File: src/design/tcsmd_pkg.sv
// Shared types, codes and constants for the text command servo and motor driver.
// Used by every module of the block; it depends on nothing else.
`timescale 1ns / 1ps

package tcsmd_pkg;

    // Opcodes of an input word.
    localparam logic [1:0] OP_BYTE = 2'd0;
    localparam logic [1:0] OP_TICK = 2'd1;
    localparam logic [1:0] OP_SAFE = 2'd2;

    // Configuration register indexes.
    localparam logic [1:0] CFG_DEADBAND = 2'd0;
    localparam logic [1:0] CFG_MIN_DUTY = 2'd1;
    localparam logic [1:0] CFG_MAX_DUTY = 2'd2;
    localparam logic [1:0] CFG_DETACH   = 2'd3;

    // Number parser phases.
    localparam logic [1:0] PH_SKIP = 2'd0;
    localparam logic [1:0] PH_NUM  = 2'd1;
    localparam logic [1:0] PH_DONE = 2'd2;

    localparam int          IDX_W       = 6;
    localparam logic [5:0]  MAX_CMD_LEN = 6'd49;
    localparam int          STEER_DUTY_BITS = 12;
    localparam logic [11:0] STEER_DUTY_MASK =
        12'((32'd1 << STEER_DUTY_BITS) - 32'd1);

    localparam logic [8:0] ACCUM_MAX    = 9'd511;
    localparam logic [8:0] THROTTLE_MAX = 9'd100;
    localparam logic [8:0] STEER_MAX    = 9'd180;
    localparam logic [7:0] STEER_CENTER = 8'd90;

    localparam logic [7:0] CHAR_T     = 8'h54;
    localparam logic [7:0] CHAR_S     = 8'h53;
    localparam logic [7:0] CHAR_COLON = 8'h3A;
    localparam logic [7:0] CHAR_PLUS  = 8'h2B;
    localparam logic [7:0] CHAR_MINUS = 8'h2D;
    localparam logic [7:0] CHAR_ZERO  = 8'h30;
    localparam logic [7:0] CHAR_NINE  = 8'h39;
    localparam logic [7:0] CHAR_SPACE = 8'h20;
    localparam logic [7:0] CHAR_TAB   = 8'h09;
    localparam logic [7:0] CHAR_CR    = 8'h0D;

    // Reset values of the configuration registers.
    localparam logic [7:0]  DEADBAND_RESET = 8'd3;
    localparam logic [11:0] MIN_DUTY_RESET = 12'd225;
    localparam logic [11:0] MAX_DUTY_RESET = 12'd390;
    localparam logic [15:0] DETACH_RESET   = 16'd50;
    localparam logic [11:0] STEER_DUTY_RESET =
        12'((32'(MIN_DUTY_RESET) + 32'(MAX_DUTY_RESET)) / 2);

    // floor(t*255/100) = (t * MOTOR_RECIP) >> MOTOR_SHIFT for t in 0..100.
    localparam logic [22:0] MOTOR_RECIP = 23'd5347860;
    localparam int          MOTOR_SHIFT = 21;
    // floor(p/180) = (p * STEER_RECIP) >> STEER_SHIFT for p below 2^20.
    localparam logic [20:0] STEER_RECIP = 21'd1491309;
    localparam int          STEER_SHIFT = 28;

    typedef struct packed {
        logic [1:0] opcode;
        logic [7:0] command_byte;
        logic       last_byte;
    } t_in_word;

    typedef struct packed {
        logic [7:0]  motor_level;
        logic [11:0] steer_duty;
        logic        servo_active;
        logic [6:0]  throttle_now;
        logic [7:0]  steering_now;
        logic        applied;
    } t_out_word;

    typedef struct packed {
        logic [7:0]  steer_deadband;
        logic [11:0] steer_min_duty;
        logic [11:0] steer_max_duty;
        logic [15:0] detach_ticks;
    } t_cfg;

    typedef struct packed {
        logic       key_found;
        logic [1:0] phase;
        logic       negative;
        logic [8:0] accum;
    } t_parse;

    // Word passed from the state stage to the duty scaling stage.
    typedef struct packed {
        logic [7:0]  motor_level;
        logic        servo_active;
        logic [6:0]  throttle_now;
        logic [7:0]  steering_now;
        logic        applied;
        logic        steer_update;
        logic [19:0] steer_product;
    } t_mid;

endpackage

File: src/design/tcsmd_num_parser.sv
// One key-and-number parser: next state after one text byte.
// Depends on tcsmd_pkg for the parser state type, phases and characters.
`timescale 1ns / 1ps

module tcsmd_num_parser (
    input  tcsmd_pkg::t_parse i_state,
    input  logic [7:0]        i_byte,
    input  logic [7:0]        i_prev,
    input  logic [7:0]        i_key,
    output tcsmd_pkg::t_parse o_state
);

    logic        w_digit;
    logic        w_space;
    logic        w_sign;
    logic [12:0] w_next;
    logic [8:0]  w_sat;

    assign w_digit = (i_byte >= tcsmd_pkg::CHAR_ZERO) && (i_byte <= tcsmd_pkg::CHAR_NINE);
    assign w_space = (i_byte == tcsmd_pkg::CHAR_SPACE) ||
                     ((i_byte >= tcsmd_pkg::CHAR_TAB) && (i_byte <= tcsmd_pkg::CHAR_CR));
    assign w_sign  = (i_byte == tcsmd_pkg::CHAR_PLUS) || (i_byte == tcsmd_pkg::CHAR_MINUS);

    // accum * 10 + digit, saturating at the accumulator maximum.
    assign w_next = {1'b0, i_state.accum, 3'b000} + {3'b000, i_state.accum, 1'b0}
                  + {9'd0, 4'(i_byte - tcsmd_pkg::CHAR_ZERO)};
    assign w_sat  = (w_next > {4'd0, tcsmd_pkg::ACCUM_MAX}) ? tcsmd_pkg::ACCUM_MAX
                                                           : w_next[8:0];

    always_comb begin
        o_state = i_state;
        if (!i_state.key_found) begin
            if ((i_prev == i_key) && (i_byte == tcsmd_pkg::CHAR_COLON)) begin
                o_state           = '0;
                o_state.key_found = 1'b1;
            end
        end else begin
            unique case (i_state.phase)
                tcsmd_pkg::PH_SKIP: begin
                    if (w_space) begin
                        o_state.phase = tcsmd_pkg::PH_SKIP;
                    end else if (w_sign) begin
                        o_state.negative = (i_byte == tcsmd_pkg::CHAR_MINUS);
                        o_state.phase    = tcsmd_pkg::PH_NUM;
                    end else if (w_digit) begin
                        o_state.accum = w_sat;
                        o_state.phase = tcsmd_pkg::PH_NUM;
                    end else begin
                        o_state.phase = tcsmd_pkg::PH_DONE;
                    end
                end
                tcsmd_pkg::PH_NUM: begin
                    if (w_digit) begin
                        o_state.accum = w_sat;
                    end else begin
                        o_state.phase = tcsmd_pkg::PH_DONE;
                    end
                end
                default: begin
                    o_state.phase = i_state.phase;
                end
            endcase
        end
    end

endmodule

File: src/design/tcsmd_ctrl.sv
// State stage: message parsing, throttle and steering state, detach countdown.
// Depends on tcsmd_pkg and tcsmd_num_parser; feeds the duty scaling stage.
`timescale 1ns / 1ps

module tcsmd_ctrl (
    input  logic                i_clk,
    input  logic                i_rst_n,
    input  logic                i_valid,
    input  tcsmd_pkg::t_in_word i_word,
    input  tcsmd_pkg::t_cfg     i_cfg,
    input  logic                i_next_ready,
    output logic                o_ready,
    output logic                o_valid,
    output tcsmd_pkg::t_mid     o_mid
);

    logic                   r_valid;
    tcsmd_pkg::t_mid        r_mid;
    logic [6:0]             r_throttle;
    logic [7:0]             r_steering;
    logic [7:0]             r_last_steer;
    logic [7:0]             r_motor;
    logic                   r_servo_on;
    logic [15:0]            r_detach;
    logic [tcsmd_pkg::IDX_W-1:0] r_byte_idx;
    logic                   r_ended;
    logic [7:0]             r_prev;
    tcsmd_pkg::t_parse      r_tp;
    tcsmd_pkg::t_parse      r_sp;

    logic [6:0]             n_throttle;
    logic [7:0]             n_steering;
    logic [7:0]             n_last_steer;
    logic [7:0]             n_motor;
    logic                   n_servo_on;
    logic [15:0]            n_detach;
    logic [tcsmd_pkg::IDX_W-1:0] n_byte_idx;
    logic                   n_ended;
    logic [7:0]             n_prev;
    tcsmd_pkg::t_parse      n_tp;
    tcsmd_pkg::t_parse      n_sp;
    tcsmd_pkg::t_mid        n_mid;

    tcsmd_pkg::t_parse      w_tp_fed;
    tcsmd_pkg::t_parse      w_sp_fed;
    tcsmd_pkg::t_parse      w_tp_msg;
    tcsmd_pkg::t_parse      w_sp_msg;
    logic                   w_move;
    logic                   w_apply;
    logic                   w_clear;
    logic                   w_update;
    logic [29:0]            w_motor_prod;
    logic [7:0]             w_diff;
    logic [11:0]            w_span;
    logic [19:0]            w_steer_prod;

    function automatic logic [8:0] f_clamp(tcsmd_pkg::t_parse p, logic [8:0] hi);
        logic [8:0] v;
        v = (p.accum > hi) ? hi : p.accum;
        if (p.negative || (p.accum == 9'd0)) begin
            v = 9'd0;
        end
        return v;
    endfunction

    tcsmd_num_parser u_t_parser (
        .i_state (r_tp),
        .i_byte  (i_word.command_byte),
        .i_prev  (r_prev),
        .i_key   (tcsmd_pkg::CHAR_T),
        .o_state (w_tp_fed)
    );

    tcsmd_num_parser u_s_parser (
        .i_state (r_sp),
        .i_byte  (i_word.command_byte),
        .i_prev  (r_prev),
        .i_key   (tcsmd_pkg::CHAR_S),
        .o_state (w_sp_fed)
    );

    assign o_ready = !r_valid || i_next_ready;
    assign w_move  = i_valid && o_ready;
    assign o_valid = r_valid;
    assign o_mid   = r_mid;

    always_comb begin
        n_throttle   = r_throttle;
        n_steering   = r_steering;
        n_byte_idx   = r_byte_idx;
        n_ended      = r_ended;
        n_prev       = r_prev;
        n_tp         = r_tp;
        n_sp         = r_sp;
        n_detach     = r_detach;
        n_servo_on   = r_servo_on;
        w_apply      = 1'b0;
        w_clear      = 1'b0;
        w_tp_msg     = r_tp;
        w_sp_msg     = r_sp;

        unique case (i_word.opcode)
            tcsmd_pkg::OP_BYTE: begin
                if (!r_ended && (r_byte_idx < tcsmd_pkg::MAX_CMD_LEN)) begin
                    if (i_word.command_byte == 8'd0) begin
                        n_ended = 1'b1;
                    end else begin
                        w_tp_msg   = w_tp_fed;
                        w_sp_msg   = w_sp_fed;
                        n_tp       = w_tp_fed;
                        n_sp       = w_sp_fed;
                        n_prev     = i_word.command_byte;
                        n_byte_idx = r_byte_idx + 1'b1;
                    end
                end
                if (i_word.last_byte) begin
                    if (w_tp_msg.key_found) begin
                        n_throttle = 7'(f_clamp(w_tp_msg, tcsmd_pkg::THROTTLE_MAX));
                    end
                    if (w_sp_msg.key_found) begin
                        n_steering = 8'(f_clamp(w_sp_msg, tcsmd_pkg::STEER_MAX));
                    end
                    w_apply = 1'b1;
                    w_clear = 1'b1;
                end
            end
            tcsmd_pkg::OP_TICK: begin
                if (r_detach != 16'd0) begin
                    n_detach = r_detach - 16'd1;
                    if (r_detach == 16'd1) begin
                        n_servo_on = 1'b0;
                    end
                end
            end
            tcsmd_pkg::OP_SAFE: begin
                n_throttle = 7'd0;
                n_steering = tcsmd_pkg::STEER_CENTER;
                w_apply    = 1'b1;
                w_clear    = 1'b1;
            end
            default: begin
                w_apply = 1'b0;
            end
        endcase

        if (w_clear) begin
            n_byte_idx = '0;
            n_ended    = 1'b0;
            n_prev     = 8'd0;
            n_tp       = '0;
            n_sp       = '0;
        end
    end

    // Motor duty and steering scale product come from the post-command values.
    assign w_motor_prod = 30'(n_throttle) * 30'(tcsmd_pkg::MOTOR_RECIP);
    assign w_diff       = (n_steering > r_last_steer) ? (n_steering - r_last_steer)
                                                      : (r_last_steer - n_steering);
    assign w_span       = (i_cfg.steer_max_duty >= i_cfg.steer_min_duty)
                        ? (i_cfg.steer_max_duty - i_cfg.steer_min_duty) : 12'd0;
    assign w_steer_prod = 20'(n_steering) * 20'(w_span);
    assign w_update     = w_apply && (w_diff > i_cfg.steer_deadband);

    always_comb begin
        n_motor      = w_apply ? w_motor_prod[tcsmd_pkg::MOTOR_SHIFT +: 8] : r_motor;
        n_last_steer = w_update ? n_steering : r_last_steer;
    end

    always_comb begin
        n_mid               = r_mid;
        n_mid.motor_level   = n_motor;
        n_mid.servo_active  = w_update ? 1'b1 : n_servo_on;
        n_mid.throttle_now  = n_throttle;
        n_mid.steering_now  = n_steering;
        n_mid.applied       = w_apply;
        n_mid.steer_update  = w_update;
        n_mid.steer_product = w_steer_prod;
    end

    always_ff @(posedge i_clk) begin
        if (!i_rst_n) begin
            r_valid      <= 1'b0;
            r_throttle   <= 7'd0;
            r_steering   <= tcsmd_pkg::STEER_CENTER;
            r_last_steer <= tcsmd_pkg::STEER_CENTER;
            r_motor      <= 8'd0;
            r_servo_on   <= 1'b1;
            r_detach     <= 16'd0;
            r_byte_idx   <= '0;
            r_ended      <= 1'b0;
            r_prev       <= 8'd0;
            r_tp         <= '0;
            r_sp         <= '0;
        end else begin
            if (w_move) begin
                r_valid      <= 1'b1;
                r_throttle   <= n_throttle;
                r_steering   <= n_steering;
                r_last_steer <= n_last_steer;
                r_motor      <= n_motor;
                r_servo_on   <= n_mid.servo_active;
                r_detach     <= w_update ? ((i_cfg.detach_ticks == 16'd0) ? 16'd1
                                                                          : i_cfg.detach_ticks)
                                         : n_detach;
                r_byte_idx   <= n_byte_idx;
                r_ended      <= n_ended;
                r_prev       <= n_prev;
                r_tp         <= n_tp;
                r_sp         <= n_sp;
            end else if (i_next_ready) begin
                r_valid <= 1'b0;
            end
        end
    end

    always_ff @(posedge i_clk) begin
        if (w_move) begin
            r_mid <= n_mid;
        end
    end

    // A running countdown means the servo has been attached and not yet stopped.
    a_count_servo: assert property (@(posedge i_clk) disable iff (!i_rst_n)
        (r_detach != 16'd0) |-> r_servo_on)
        else $error("detach countdown running while servo is off");

    a_ranges: assert property (@(posedge i_clk) disable iff (!i_rst_n)
        (r_throttle <= 7'd100) && (r_steering <= 8'd180) && (r_last_steer <= 8'd180))
        else $error("throttle or steering state out of range");

    a_byte_idx: assert property (@(posedge i_clk) disable iff (!i_rst_n)
        r_byte_idx <= tcsmd_pkg::MAX_CMD_LEN)
        else $error("message byte index past the parsed length");

endmodule

File: src/design/tcsmd_scale.sv
// Duty scaling stage: divides the steering product by 180, holds the servo
// duty and the result register. Depends on tcsmd_pkg.
`timescale 1ns / 1ps

module tcsmd_scale (
    input  logic                 i_clk,
    input  logic                 i_rst_n,
    input  logic                 i_valid,
    input  tcsmd_pkg::t_mid      i_mid,
    input  tcsmd_pkg::t_cfg      i_cfg,
    input  logic                 i_stall,
    output logic                 o_ready,
    output logic                 o_valid,
    output tcsmd_pkg::t_out_word o_word
);

    logic                 r_valid;
    tcsmd_pkg::t_out_word r_word;
    logic [11:0]          r_steer_duty;
    logic [11:0]          n_steer_duty;
    logic                 w_move;
    logic [40:0]          w_quot_prod;
    logic [12:0]          w_duty_sum;

    assign o_ready = !r_valid || !i_stall;
    assign w_move  = i_valid && o_ready;
    assign o_valid = r_valid;
    assign o_word  = r_word;

    // Division by 180 through a reciprocal multiply; exact for 20-bit products.
    assign w_quot_prod  = 41'(i_mid.steer_product) * 41'(tcsmd_pkg::STEER_RECIP);
    assign w_duty_sum   = {1'b0, i_cfg.steer_min_duty}
                        + {1'b0, w_quot_prod[tcsmd_pkg::STEER_SHIFT +: 12]};
    assign n_steer_duty = i_mid.steer_update
                        ? (w_duty_sum[11:0] & tcsmd_pkg::STEER_DUTY_MASK) : r_steer_duty;

    always_ff @(posedge i_clk) begin
        if (!i_rst_n) begin
            r_valid      <= 1'b0;
            r_steer_duty <= tcsmd_pkg::STEER_DUTY_RESET;
        end else begin
            if (w_move) begin
                r_valid      <= 1'b1;
                r_steer_duty <= n_steer_duty;
            end else if (!i_stall) begin
                r_valid <= 1'b0;
            end
        end
    end

    always_ff @(posedge i_clk) begin
        if (w_move) begin
            r_word.motor_level  <= i_mid.motor_level;
            r_word.steer_duty   <= n_steer_duty;
            r_word.servo_active <= i_mid.servo_active;
            r_word.throttle_now <= i_mid.throttle_now;
            r_word.steering_now <= i_mid.steering_now;
            r_word.applied      <= i_mid.applied;
        end
    end

    // The servo duty only moves when a word carries a steering update.
    a_duty_hold: assert property (@(posedge i_clk) disable iff (!i_rst_n)
        (w_move && !i_mid.steer_update) |=> $stable(r_steer_duty))
        else $error("servo duty changed without a steering update");

    a_update_shown: assert property (@(posedge i_clk) disable iff (!i_rst_n)
        w_move |=> (r_word.steer_duty == r_steer_duty))
        else $error("result word does not show the current servo duty");

endmodule

File: src/design/text_command_servo_motor_driver_unit.sv
// Top level of the text command servo and motor driver: configuration
// registers, input register and the two processing stages.
// Depends on tcsmd_pkg, tcsmd_ctrl, tcsmd_scale.
`timescale 1ns / 1ps
//
//  Channel   Direction  Handshake                   Payload
//  in        to block   i_in_valid / o_in_stall     i_in_word  (tcsmd_pkg::t_in_word)
//  out       from block o_out_valid / i_out_stall   o_out_word (tcsmd_pkg::t_out_word)
//  cfg       to block   i_cfg_we                    i_cfg_index, i_cfg_data
//
//  One word is accepted per cycle while o_in_stall is low; every word gives one result word.
//  A result passes from the input register through the state stage
//  (parsers, clamps, countdown, motor duty), then the scaling stage
//  (steering product divided by 180) into the result register.
//  Reset is synchronous to i_clk and active low; it loads the power-on state.
//  A stall on the output backs up through the stages in the same cycle, as far as the first empty register.

module text_command_servo_motor_driver_unit (
    input  logic                  i_clk,
    input  logic                  i_rst_n,
    input  logic                  i_in_valid,
    output logic                  o_in_stall,
    input  tcsmd_pkg::t_in_word   i_in_word,
    output logic                  o_out_valid,
    input  logic                  i_out_stall,
    output tcsmd_pkg::t_out_word  o_out_word,
    input  logic                  i_cfg_we,
    input  logic [1:0]            i_cfg_index,
    input  logic [15:0]           i_cfg_data
);

    tcsmd_pkg::t_cfg     r_cfg;
    logic                r_in_valid;
    tcsmd_pkg::t_in_word r_in_word;
    logic                w_accept;
    logic                w_ctrl_ready;
    logic                w_mid_valid;
    tcsmd_pkg::t_mid     w_mid;
    logic                w_scale_ready;

    assign o_in_stall = r_in_valid && !w_ctrl_ready;
    assign w_accept   = i_in_valid && !o_in_stall;

    always_ff @(posedge i_clk) begin
        if (!i_rst_n) begin
            r_cfg.steer_deadband <= tcsmd_pkg::DEADBAND_RESET;
            r_cfg.steer_min_duty <= tcsmd_pkg::MIN_DUTY_RESET;
            r_cfg.steer_max_duty <= tcsmd_pkg::MAX_DUTY_RESET;
            r_cfg.detach_ticks   <= tcsmd_pkg::DETACH_RESET;
        end else if (i_cfg_we) begin
            unique case (i_cfg_index)
                tcsmd_pkg::CFG_DEADBAND: r_cfg.steer_deadband <= i_cfg_data[7:0];
                tcsmd_pkg::CFG_MIN_DUTY: r_cfg.steer_min_duty <= i_cfg_data[11:0];
                tcsmd_pkg::CFG_MAX_DUTY: r_cfg.steer_max_duty <= i_cfg_data[11:0];
                tcsmd_pkg::CFG_DETACH:   r_cfg.detach_ticks   <= i_cfg_data;
                default:                 r_cfg <= r_cfg;
            endcase
        end
    end

    always_ff @(posedge i_clk) begin
        if (!i_rst_n) begin
            r_in_valid <= 1'b0;
        end else if (w_accept) begin
            r_in_valid <= 1'b1;
        end else if (w_ctrl_ready) begin
            r_in_valid <= 1'b0;
        end
    end

    always_ff @(posedge i_clk) begin
        if (w_accept) begin
            r_in_word <= i_in_word;
        end
    end

    tcsmd_ctrl u_ctrl (
        .i_clk        (i_clk),
        .i_rst_n      (i_rst_n),
        .i_valid      (r_in_valid),
        .i_word       (r_in_word),
        .i_cfg        (r_cfg),
        .i_next_ready (w_scale_ready),
        .o_ready      (w_ctrl_ready),
        .o_valid      (w_mid_valid),
        .o_mid        (w_mid)
    );

    tcsmd_scale u_scale (
        .i_clk   (i_clk),
        .i_rst_n (i_rst_n),
        .i_valid (w_mid_valid),
        .i_mid   (w_mid),
        .i_cfg   (r_cfg),
        .i_stall (i_out_stall),
        .o_ready (w_scale_ready),
        .o_valid (o_out_valid),
        .o_word  (o_out_word)
    );

    // A held input word must be moved on as soon as the state stage frees up.
    a_in_drain: assert property (@(posedge i_clk) disable iff (!i_rst_n)
        (r_in_valid && w_ctrl_ready && !w_accept) |=> !r_in_valid)
        else $error("input register kept a word the state stage took");

endmodule
File: config.mk
export PLATFORM = sky130hd
export DESIGN_NAME = text_command_servo_motor_driver_unit
export DESIGN_NICKNAME = d
export VERILOG_FILES = /design/src/design/tcsmd_pkg.sv /design/src/design/tcsmd_num_parser.sv /design/src/design/tcsmd_ctrl.sv /design/src/design/tcsmd_scale.sv /design/src/design/text_command_servo_motor_driver_unit.sv
export SDC_FILE = /design/constraint.sdc
export NUM_CORES = 1
export LEC_CHECK = 0
export BUFFER_PORTS_ARGS = -buffer_cell sky130_fd_sc_hd__buf_2
export CAP_MARGIN = 20
export CORE_MARGIN = 1
export CORE_UTILIZATION = 40
export DETAILED_ROUTE_END_ITERATION = 10
export PLACE_DENSITY = 0.55
export SETUP_SLACK_MARGIN = 0.2
export SLEW_MARGIN = 20
export SYNTH_ARGS = -nofsm -noshare
export SYNTH_HDL_FRONTEND = slang
export SYNTH_SLANG_ARGS = --single-unit
File: constraint.sdc
create_clock -name i_clk -period 8.81 [get_ports i_clk]
set_clock_uncertainty 0.1 [all_clocks]
set_input_delay 1.762 -clock i_clk [delete_from_list [all_inputs] [get_ports i_clk]]
set_output_delay 1.762 -clock i_clk [all_outputs]
set_load 0.005 [all_outputs]
==> run summary, run 1 <==
outcome: finished, final reports clean
Final setup viols: 0
Main synth FF type: dfxtp_1
largest net degree at the start of global routing: 63
Starting DRT DRC Count: 1,065
commonest non-fill, non-tap cells in the layout: 379 x inv_1, 337 x ha_1, 231 x nor2_1, 221 x nand2_1, 187 x fa_1
R2R depth: 38
hold endpoint: u_scale.o_word[36]
Row Count: 88
setup ws final: 523 ps
Crit path max-delay family: compound AO/OA/AOI/OAI gates
CTS H-tree depth: 1
post-cts hold buffer count: 0
post-route cell area: 27,300 sq um
GPL Wtd Cong: 0.887
Via density: 5.24
Ports: 73
core region area: 57,600 sq um
sequential-to-total area share from yosys stat: 0.252
class of the worst hold path: reg -> reg
post-synthesis cell count: 2,537
Slew Limit Fails: 0
worst hold path stage count: 0
Total Nets Final: 3,305
Worst R2R End: u_ctrl.r_motor[4]
Routed WL per cell: 17.2 um
Core Util, Final: 0.473
I/O Buffers: 72
number of global-route vias before repair: 18,600
Longest Clk Path Bufs: 3
CTS tree: yes
WP data arrival: 8650 ps
TritonRoute pass-1 iters: 5
critical path's largest stage delay: 570 ps
total track usage: 0.202
ratio of cells with drive above 1 in the final layout: 0.164
Die H: 243 um
Req. time, crit path: 9180 ps
CP max FO: 3
worst path bufs/invs: 7
Congestion Overflow GR: 0
via count: 18,300
max frequency: 121 MHz
startpoint types: flop
Root Driver: clkbuf_16
commonest non-fill, non-tap cell in the layout: inv_1
Hold Startpoint: u_ctrl.o_mid[45]
Max-Cap Viols: 0
Worst-Skew Late Latency: 570 ps
P&R area growth vs syn: 17.0%
Initial Utilization: 0.405
synth warn: 0
Die Area: 59,200 sq um
post-synthesis cell area: 23,300 sq um
syn nets: 3,131
unrepaired setup endpoints after global routing: true
Reg clk slew, reported paths: 60 ps
Worst Max-Slew Pin Slew: 1110 ps
final wirelength: 60.3 mm
dpl cell area: 25,000 sq um
Die X: 243 um
R2R setup slack: 520 ps
first-pass GRT wire length: 97.1 mm
DP HPWL: 46.9 mm
reg2reg start: r_in_word[4]
Routed Antenna Nets: 0
element type at the critical path end: flop
dpl ws: -74.5 ps
EDFF count, synth: 94
# clock sinks: 246
ant diodes: 0
Total Neg Setup Slack: 0 ps
Tcrit/Tclk final: 0.941
Slowest-stage cell, CP: fa_1
Crit Path Class: reg -> reg
DRC Markers: 0
initial antenna violation count: 1
Seq cells post-synth: 246
Cell variety after synth: 94
syn_area_per_cell: 9.18 sq um
Final Hold Vio Count: 0
Post-synth ARST share: 0
CTS Buf Count: 30
Tmin final: 8290 ps
slew margin rel.: 0.255
[worst max-delay path by stage]
stage | slack [ps] | to | from | depth (start not counted)
finish | 520 | u_ctrl.r_motor[4] | r_in_word[4] | 38
global route | 60 | u_ctrl.o_mid[43] | r_in_word[4] | 37
CTS | 200 | u_ctrl.r_motor[4] | r_in_word[4] | 36
detailed placement | -70 | u_ctrl.o_mid[17] | r_in_word[4] | 36
global placement | -20 | u_scale.o_word[28] | u_ctrl.o_mid[18] | 33
floorplan | 410 | u_ctrl.o_mid[43] | r_in_word[4] | 34
[metrics by stage]
stage / hold WS [ps] / std cells
6_report: 322 / 3500
5_1_grt: 331 / 3500
4_1_cts: 326 / 3455
3_5_place_dp: 305 / 3387
3_3_place_gp: 305 / 3387
2_1_floorplan: 300 / 2537
[layer usage]
| layer | global-route usage | wire, um |
|---|---|---|
| met2 | 0.343 | 28800 |
| met3 | 0.0258 | 2620 |
| met5 | 0 | 0 |
| met4 | 0.0385 | 1110 |
| met1 | 0.276 | 27800 |
[layout make-up]
cell class | instances | area (sq um)
clock buffer | 42 | 878
clock inverter | 14 | 160
fill | 5490 | 30300
inverter | 388 | 1460
multi-input combinational | 1834 | 16500
sequential | 246 | 5870
tap | 765 | 957
timing repair buffer | 211 | 1480
[cell usage after synthesis, types with 4 or more instances]
| master | count | area [sq um] |
|---|---|---|
| nand3_1 | 63 | 315 |
| clkbuf_1 | 55 | 206 |
| or4_1 | 8 | 60.1 |
| o22ai_1 | 4 | 25.0 |
| or2_2 | 15 | 93.8 |
| and2_1 | 11 | 68.8 |
| a32oi_1 | 5 | 43.8 |
| a21boi_0 | 14 | 105 |
| inv_1 | 387 | 1450 |
| buf_2 | 8 | 40.0 |
| and3_1 | 8 | 50.1 |
| o211ai_1 | 20 | 150 |
| nand2b_1 | 27 | 169 |
| dfxtp_1 | 152 | 3040 |
| nor2_1 | 237 | 890 |
| o21a_1 | 18 | 135 |
| xor2_1 | 17 | 149 |
| a21o_1 | 27 | 203 |
| buf_1 | 4 | 15.0 |
| o21ai_1 | 7 | 35.0 |
| o311ai_0 | 4 | 35.0 |
| nand4_1 | 13 | 81.3 |
| nand3b_1 | 5 | 37.5 |
| o21bai_1 | 10 | 75.1 |
| o21ai_0 | 81 | 405 |
| a22oi_1 | 31 | 233 |
| nor2b_1 | 21 | 131 |
| a21oi_1 | 160 | 801 |
| a31oi_1 | 16 | 100 |
| nand2_1 | 225 | 845 |
| xnor2_1 | 46 | 403 |
| nor4_1 | 10 | 62.6 |
| fa_1 | 200 | 4000 |
| mux2i_1 | 11 | 110 |
| nor3_1 | 32 | 160 |
| edfxtp_1 | 94 | 2820 |
| nor3b_1 | 6 | 45.0 |
| a22o_1 | 7 | 61.3 |
| o31ai_1 | 8 | 60.1 |
| or3_1 | 10 | 62.6 |
| mux2_2 | 10 | 113 |
| a211oi_1 | 6 | 45.0 |
| ha_1 | 360 | 4500 |
[state kept, by name, summed over array words and instances (netlist names), 6 cells and up]
signal and cells:
u_ctrl.r_motor 8, u_scale.o_word 37, r_cfg 48, u_ctrl.r_tp 13
u_scale.r_steer_duty 12, u_ctrl.r_byte_idx 6, u_ctrl.r_detach 16, u_ctrl.r_sp 13
u_ctrl.r_last_steer 8, u_ctrl.r_steering 8, u_ctrl.r_throttle 7, r_in_word 11
u_ctrl.o_mid 46, u_ctrl.r_prev 8
[cells by family (layout without fill, tap and decap cells)]
group / after synthesis / in the layout / synth area share
multiplexers: 21 / 21 / 0.00956
flip-flops: 246 / 246 / 0.252
adder cells (fa/ha/maj): 560 / 560 / 0.365
AND/OR/NAND/NOR: 719 / 720 / 0.145
AO/OA/AOI/OAI: 470 / 470 / 0.130
XOR/XNOR: 63 / 63 / 0.0237
buffers and inverters: 458 / 655 / 0.0747
[repair_timing]
action,in CTS,in global routing
gates cloned,0,2
setup endpoints to repair,26,56
buffers inserted,12,42
hold endpoints to repair,0,0
pin swaps,7,114
gates resized for setup,20,161
Power of run 1 is left out: the tool's default activity adds up to more than one toggle a clock period on the data nets, which glitch-free logic cannot reach.
==> inputs of run 2 (changes only) <==
RECOVER_POWER = 25   (was not set)
==> run 2 against run 1 <==
  * The run now ends with capacitance limit, slew limit left
  * Core utilization about the same
  * Maximum frequency about the same
  * Hold slack about the same
  * Die area unchanged
  * Count of clock-buffer cells in the layout unchanged
  * Register-to-register slack about the same
  * Wire length about the same
==> run summary, run 2 (synthesized netlist as in run 1, its figures left out) <==
failing checks: capacitance limit, slew limit
element type at the critical path end: flop
Root Driver: clkbuf_16
first-pass GRT wire length: 97.1 mm
P&R area growth vs syn: 16.9%
I/O Buffers: 72
startpoint types: flop
CTS tree: yes
Worst-Skew Late Latency: 570 ps
Biggest register: r_cfg
# clock sinks: 246
Initial Utilization: 0.405
commonest non-fill, non-tap cell in the layout: inv_1
Via density: 5.25
CP max FO: 3
Congestion Overflow GR: 0
Total Neg Setup Slack: 0 ps
post-cts hold buffer count: 0
max FFs per register: 48
max frequency: 121 MHz
number of global-route vias before repair: 18,600
TritonRoute pass-1 iters: 5
largest net degree at the start of global routing: 63
CTS H-tree depth: 1
Die Area: 59,200 sq um
Routed Antenna Nets: 0
critical path's largest stage delay: 570 ps
class of the worst hold path: reg -> reg
WP data arrival: 8650 ps
Hold Slack: 322 ps
Die X: 243 um
DP HPWL: 46.9 mm
Max-Cap Viols: 1
Worst Max-Slew Pin Slew: 1750 ps
Die H: 243 um
Fill cells: 5,495
Crit Path Class: reg -> reg
GPL Wtd Cong: 0.887
commonest non-fill, non-tap cells in the layout: 381 x inv_1, 337 x ha_1, 231 x nor2_1, 221 x nand2_1, 187 x fa_1
unrepaired setup endpoints after global routing: true
Tcrit/Tclk final: 0.941
final wirelength: 60.3 mm
Req. time, crit path: 9180 ps
initial antenna violation count: 1
slew margin rel.: -0.167
Longest Clk Path Bufs: 3
outcome: finished, violations left
Reg clk slew, reported paths: 60 ps
Slowest-stage cell, CP: fa_1
via count: 18,400
dpl ws: -74.5 ps
Total Nets Final: 3,305
Row Count: 88
Final setup viols: 0
ant diodes: 0
Routed WL per cell: 17.2 um
Slew Limit Fails: 16
Ports: 73
setup ws final: 522 ps
Core Util, Final: 0.473
ratio of cells with drive above 1 in the final layout: 0.161
total track usage: 0.202
Final Hold Vio Count: 0
Starting DRT DRC Count: 1,094
DRC Markers: 0
core region area: 57,600 sq um
CTS Buf Count: 30
Tmin final: 8290 ps
-- run 2: layout make-up --
class                   instances  area, sq um  share of cell area
inverters                     388         1460              0.0535
repair buffers                211         1470              0.0539
multi-input cells            1834        16500               0.604
flip-flops and latches        246         5870               0.215
clock inverters                14          160             0.00588
clock buffers                  42          878              0.0322
well taps                     765          957              0.0351
-- run 2: path summary, 6_finish.rpt --
kind | from | slack [ps] | cells past startpoint | to
max | r_in_word[4] | 520 | 38 | u_ctrl.r_motor[4]
min reg2reg | u_ctrl.o_mid[45] | 320 | 0 | u_scale.o_word[36]
max reg2reg | r_in_word[4] | 520 | 38 | u_ctrl.r_motor[4]
min | u_ctrl.o_mid[45] | 320 | 0 | u_scale.o_word[36]
-- run 2: critical path, delay by kind of cell (launching register included) --
kind / cells / cell delay [ps]
compound gates: 16 / 2770
xor+xnor: 1 / 180
fa+ha+maj: 7 / 2520
buf+inv: 7 / 960
flops: 1 / 400
simple gates: 7 / 1250
-- run 2: metal layers --
layer  vias to the layer above  GRT usage  share of wire
li1                       8940          -              -
met1                      8968      0.276           0.46
met2                       392      0.343           0.48
met3                        76     0.0258          0.047
met4                         0     0.0385          0.019
met5                         -          0              0
-- run 2: through the flow --
step | cell area, sq um | std cells
finish | 27200 | 3500
global route | 27200 | 3500
CTS | 26200 | 3455
detailed placement | 25000 | 3387
global placement | 25000 | 3387
floorplan | 23300 | 2537
-- run 2: timing repair --
action	CTS	global route
setup buffers	12	42
setup endpoints to repair	26	56
endpoints found under the hold margin	0	0
gates resized for setup	20	161
pin swaps	7	114
gates cloned	0	2
Power of run 2 is left out for the same reason.
==> inputs of run 3 (changes only) <==
PLACE_DENSITY = 0.61   (was 0.55)
==> run 3 against run 2 <==
  * The flow still finishes with violations (capacitance limit, slew limit)
  * Wire length fell by 1.6%
  * Global-route usage fell by 0.23 points
  * Maximum frequency fell by 1.6%
  * Sequential cell count did not move
  * Hold slack got worse by 9.1 ps
  * Count of clock-buffer cells in the layout fell by 8
  * Largest cell class unchanged
  * Register-to-register slack got worse by 130 ps
  * Critical path depth fell by 2
==> run summary, run 3 (synthesized netlist as in run 1, its figures left out) <==
worst path bufs/invs: 7
core region area: 57,600 sq um
Total Neg Setup Slack: 0 ps
Die H: 243 um
CTS tree: yes
I/O Buffers: 72
Slew Limit Fails: 16
Worst Max-Slew Pin Slew: 1530 ps
DRC Markers: 0
Crit path max-delay family: adder cells
startpoint types: flop
Via density: 5.28
Ports: 73
Placed Instances: 3,385
number of global-route vias before repair: 18,800
Tmin final: 8420 ps
CTS Buf Count: 28
via count: 18,500
ratio of cells with drive above 1 in the final layout: 0.157
Worst-Skew Late Latency: 570 ps
unrepaired setup endpoints after global routing: true
total track usage: 0.200
CP endpoint: u_scale.r_steer_duty[10]
max FFs per register: 48
Req. time, crit path: 9120 ps
GPL Wtd Cong: 0.932
failing checks: capacitance limit, slew limit
commonest non-fill, non-tap cells in the layout: 378 x inv_1, 345 x ha_1, 232 x nor2_1, 219 x nand2_1, 188 x fa_1
Total Nets Final: 3,305
Initial Utilization: 0.405
largest net degree at the start of global routing: 95
first-pass GRT wire length: 96.4 mm
R2R setup slack: 390 ps
Fill cells: 5,413
commonest non-fill, non-tap cell in the layout: inv_1
slew margin rel.: -0.0229
Reg clk slew, reported paths: 60 ps
Die Area: 59,200 sq um
CTS H-tree depth: 1
outcome: finished, violations left
R2R depth: 36
P&R area growth vs syn: 16.1%
Worst R2R End: u_scale.r_steer_duty[10]
Root Driver: clkbuf_16
crit-path most repeated cell: o21a_1
ant diodes: 0
Congestion Overflow GR: 0
final wirelength: 59.4 mm
timing startpoint of the critical path: u_ctrl.o_mid[12]
reg2reg start: u_ctrl.o_mid[12]
Crit Path Class: reg -> reg
# clock sinks: 246
DP HPWL: 46.8 mm
Biggest register: r_cfg
Max-Cap Viols: 1
Row Count: 88
CP max FO: 4
Longest Clk Path Bufs: 3
Routed WL per cell: 17.0 um
post-cts hold buffer count: 0
Die X: 243 um
Final setup viols: 0
CP Depth: 36
Final Hold Vio Count: 0
Routed Antenna Nets: 0
initial antenna violation count: 0
Non-Filler Instances: 3,498
critical path's largest stage delay: 560 ps
TritonRoute pass-1 iters: 6
Starting DRT DRC Count: 1,134
Tcrit/Tclk final: 0.956
element type at the critical path end: flop
max frequency: 119 MHz
Slowest-stage cell, CP: fa_1
WP data arrival: 8730 ps
class of the worst hold path: reg -> reg
==> run 3: cell types whose count changed in the layout (fill, tap and decap cells not counted), moves of 5 or more <==
cell and delta:
ha_1 +8, ha_4 -5, a31oi_1 +6, a21oi_2 -8, a31oi_2 -5, a21oi_1 +6
==> run 3: metal layers <==
layer  GRT usage  wire [um]  vias to the layer above
met2       0.339      28100                      433
met5           0          0                        -
met1       0.269      26900                     9024
met3      0.0294       3110                       79
li1            -          -                     8938
met4      0.0437       1260                        0
==> run 3: how the worst min path moves through the flow <==
stage	startpoint	endpoint	cells past startpoint
3_5_place_dp	u_ctrl.o_mid[39]	u_scale.o_word[30]	0
6_report	u_ctrl.o_mid[31]	u_scale.o_word[10]	0
2_1_floorplan	u_ctrl.o_mid[21]	u_scale.o_word[0]	0
4_1_cts	u_ctrl.o_mid[31]	u_scale.o_word[10]	0
5_1_grt	u_ctrl.o_mid[31]	u_scale.o_word[10]	0
3_3_place_gp	u_ctrl.o_mid[41]	u_scale.o_word[32]	0
==> run 3: area by class of cell <==
type,instances,area [sq um],area share
clock buffer,34,785,0.0290
clock inverter,18,203,0.00750
inverter,388,1460,0.0540
multi-input combinational,1835,16300,0.603
sequential,246,5870,0.217
tap,765,957,0.0354
timing repair buffer,212,1450,0.0538
==> run 3: metrics by stage <==
stage,utilization,hold WS [ps],setup WS [ps],area (sq um)
after detailed placement,0.433,305,-139,24900
final,0.470,313,389,27000
after CTS,0.454,313,203,26200
after global placement,0.433,303,-57.1,24900
after global routing,0.470,314,45.3,27000
after floorplan,-,300,413,23300
==> run 3: worst register-to-register path, delay by kind of cell, from the launching register on <==
| family | cells | cell delay (ps) |
|---|---|---|
| mux | 1 | 280 |
| fa+ha+maj | 9 | 3570 |
| compound gates | 14 | 2620 |
| simple gates | 4 | 360 |
| xor+xnor | 1 | 90 |
| flops | 1 | 490 |
| buf+inv | 7 | 760 |
==> run 3: repair_timing <==
| action | in CTS | in global routing |
|---|---|---|
| cloned | 0 | 4 |
| pin swaps | 13 | 114 |
| setup endpoints to repair | 28 | 57 |
| resized for setup | 31 | 137 |
| buffers inserted | 14 | 43 |
Power of run 3 is left out for the same reason.
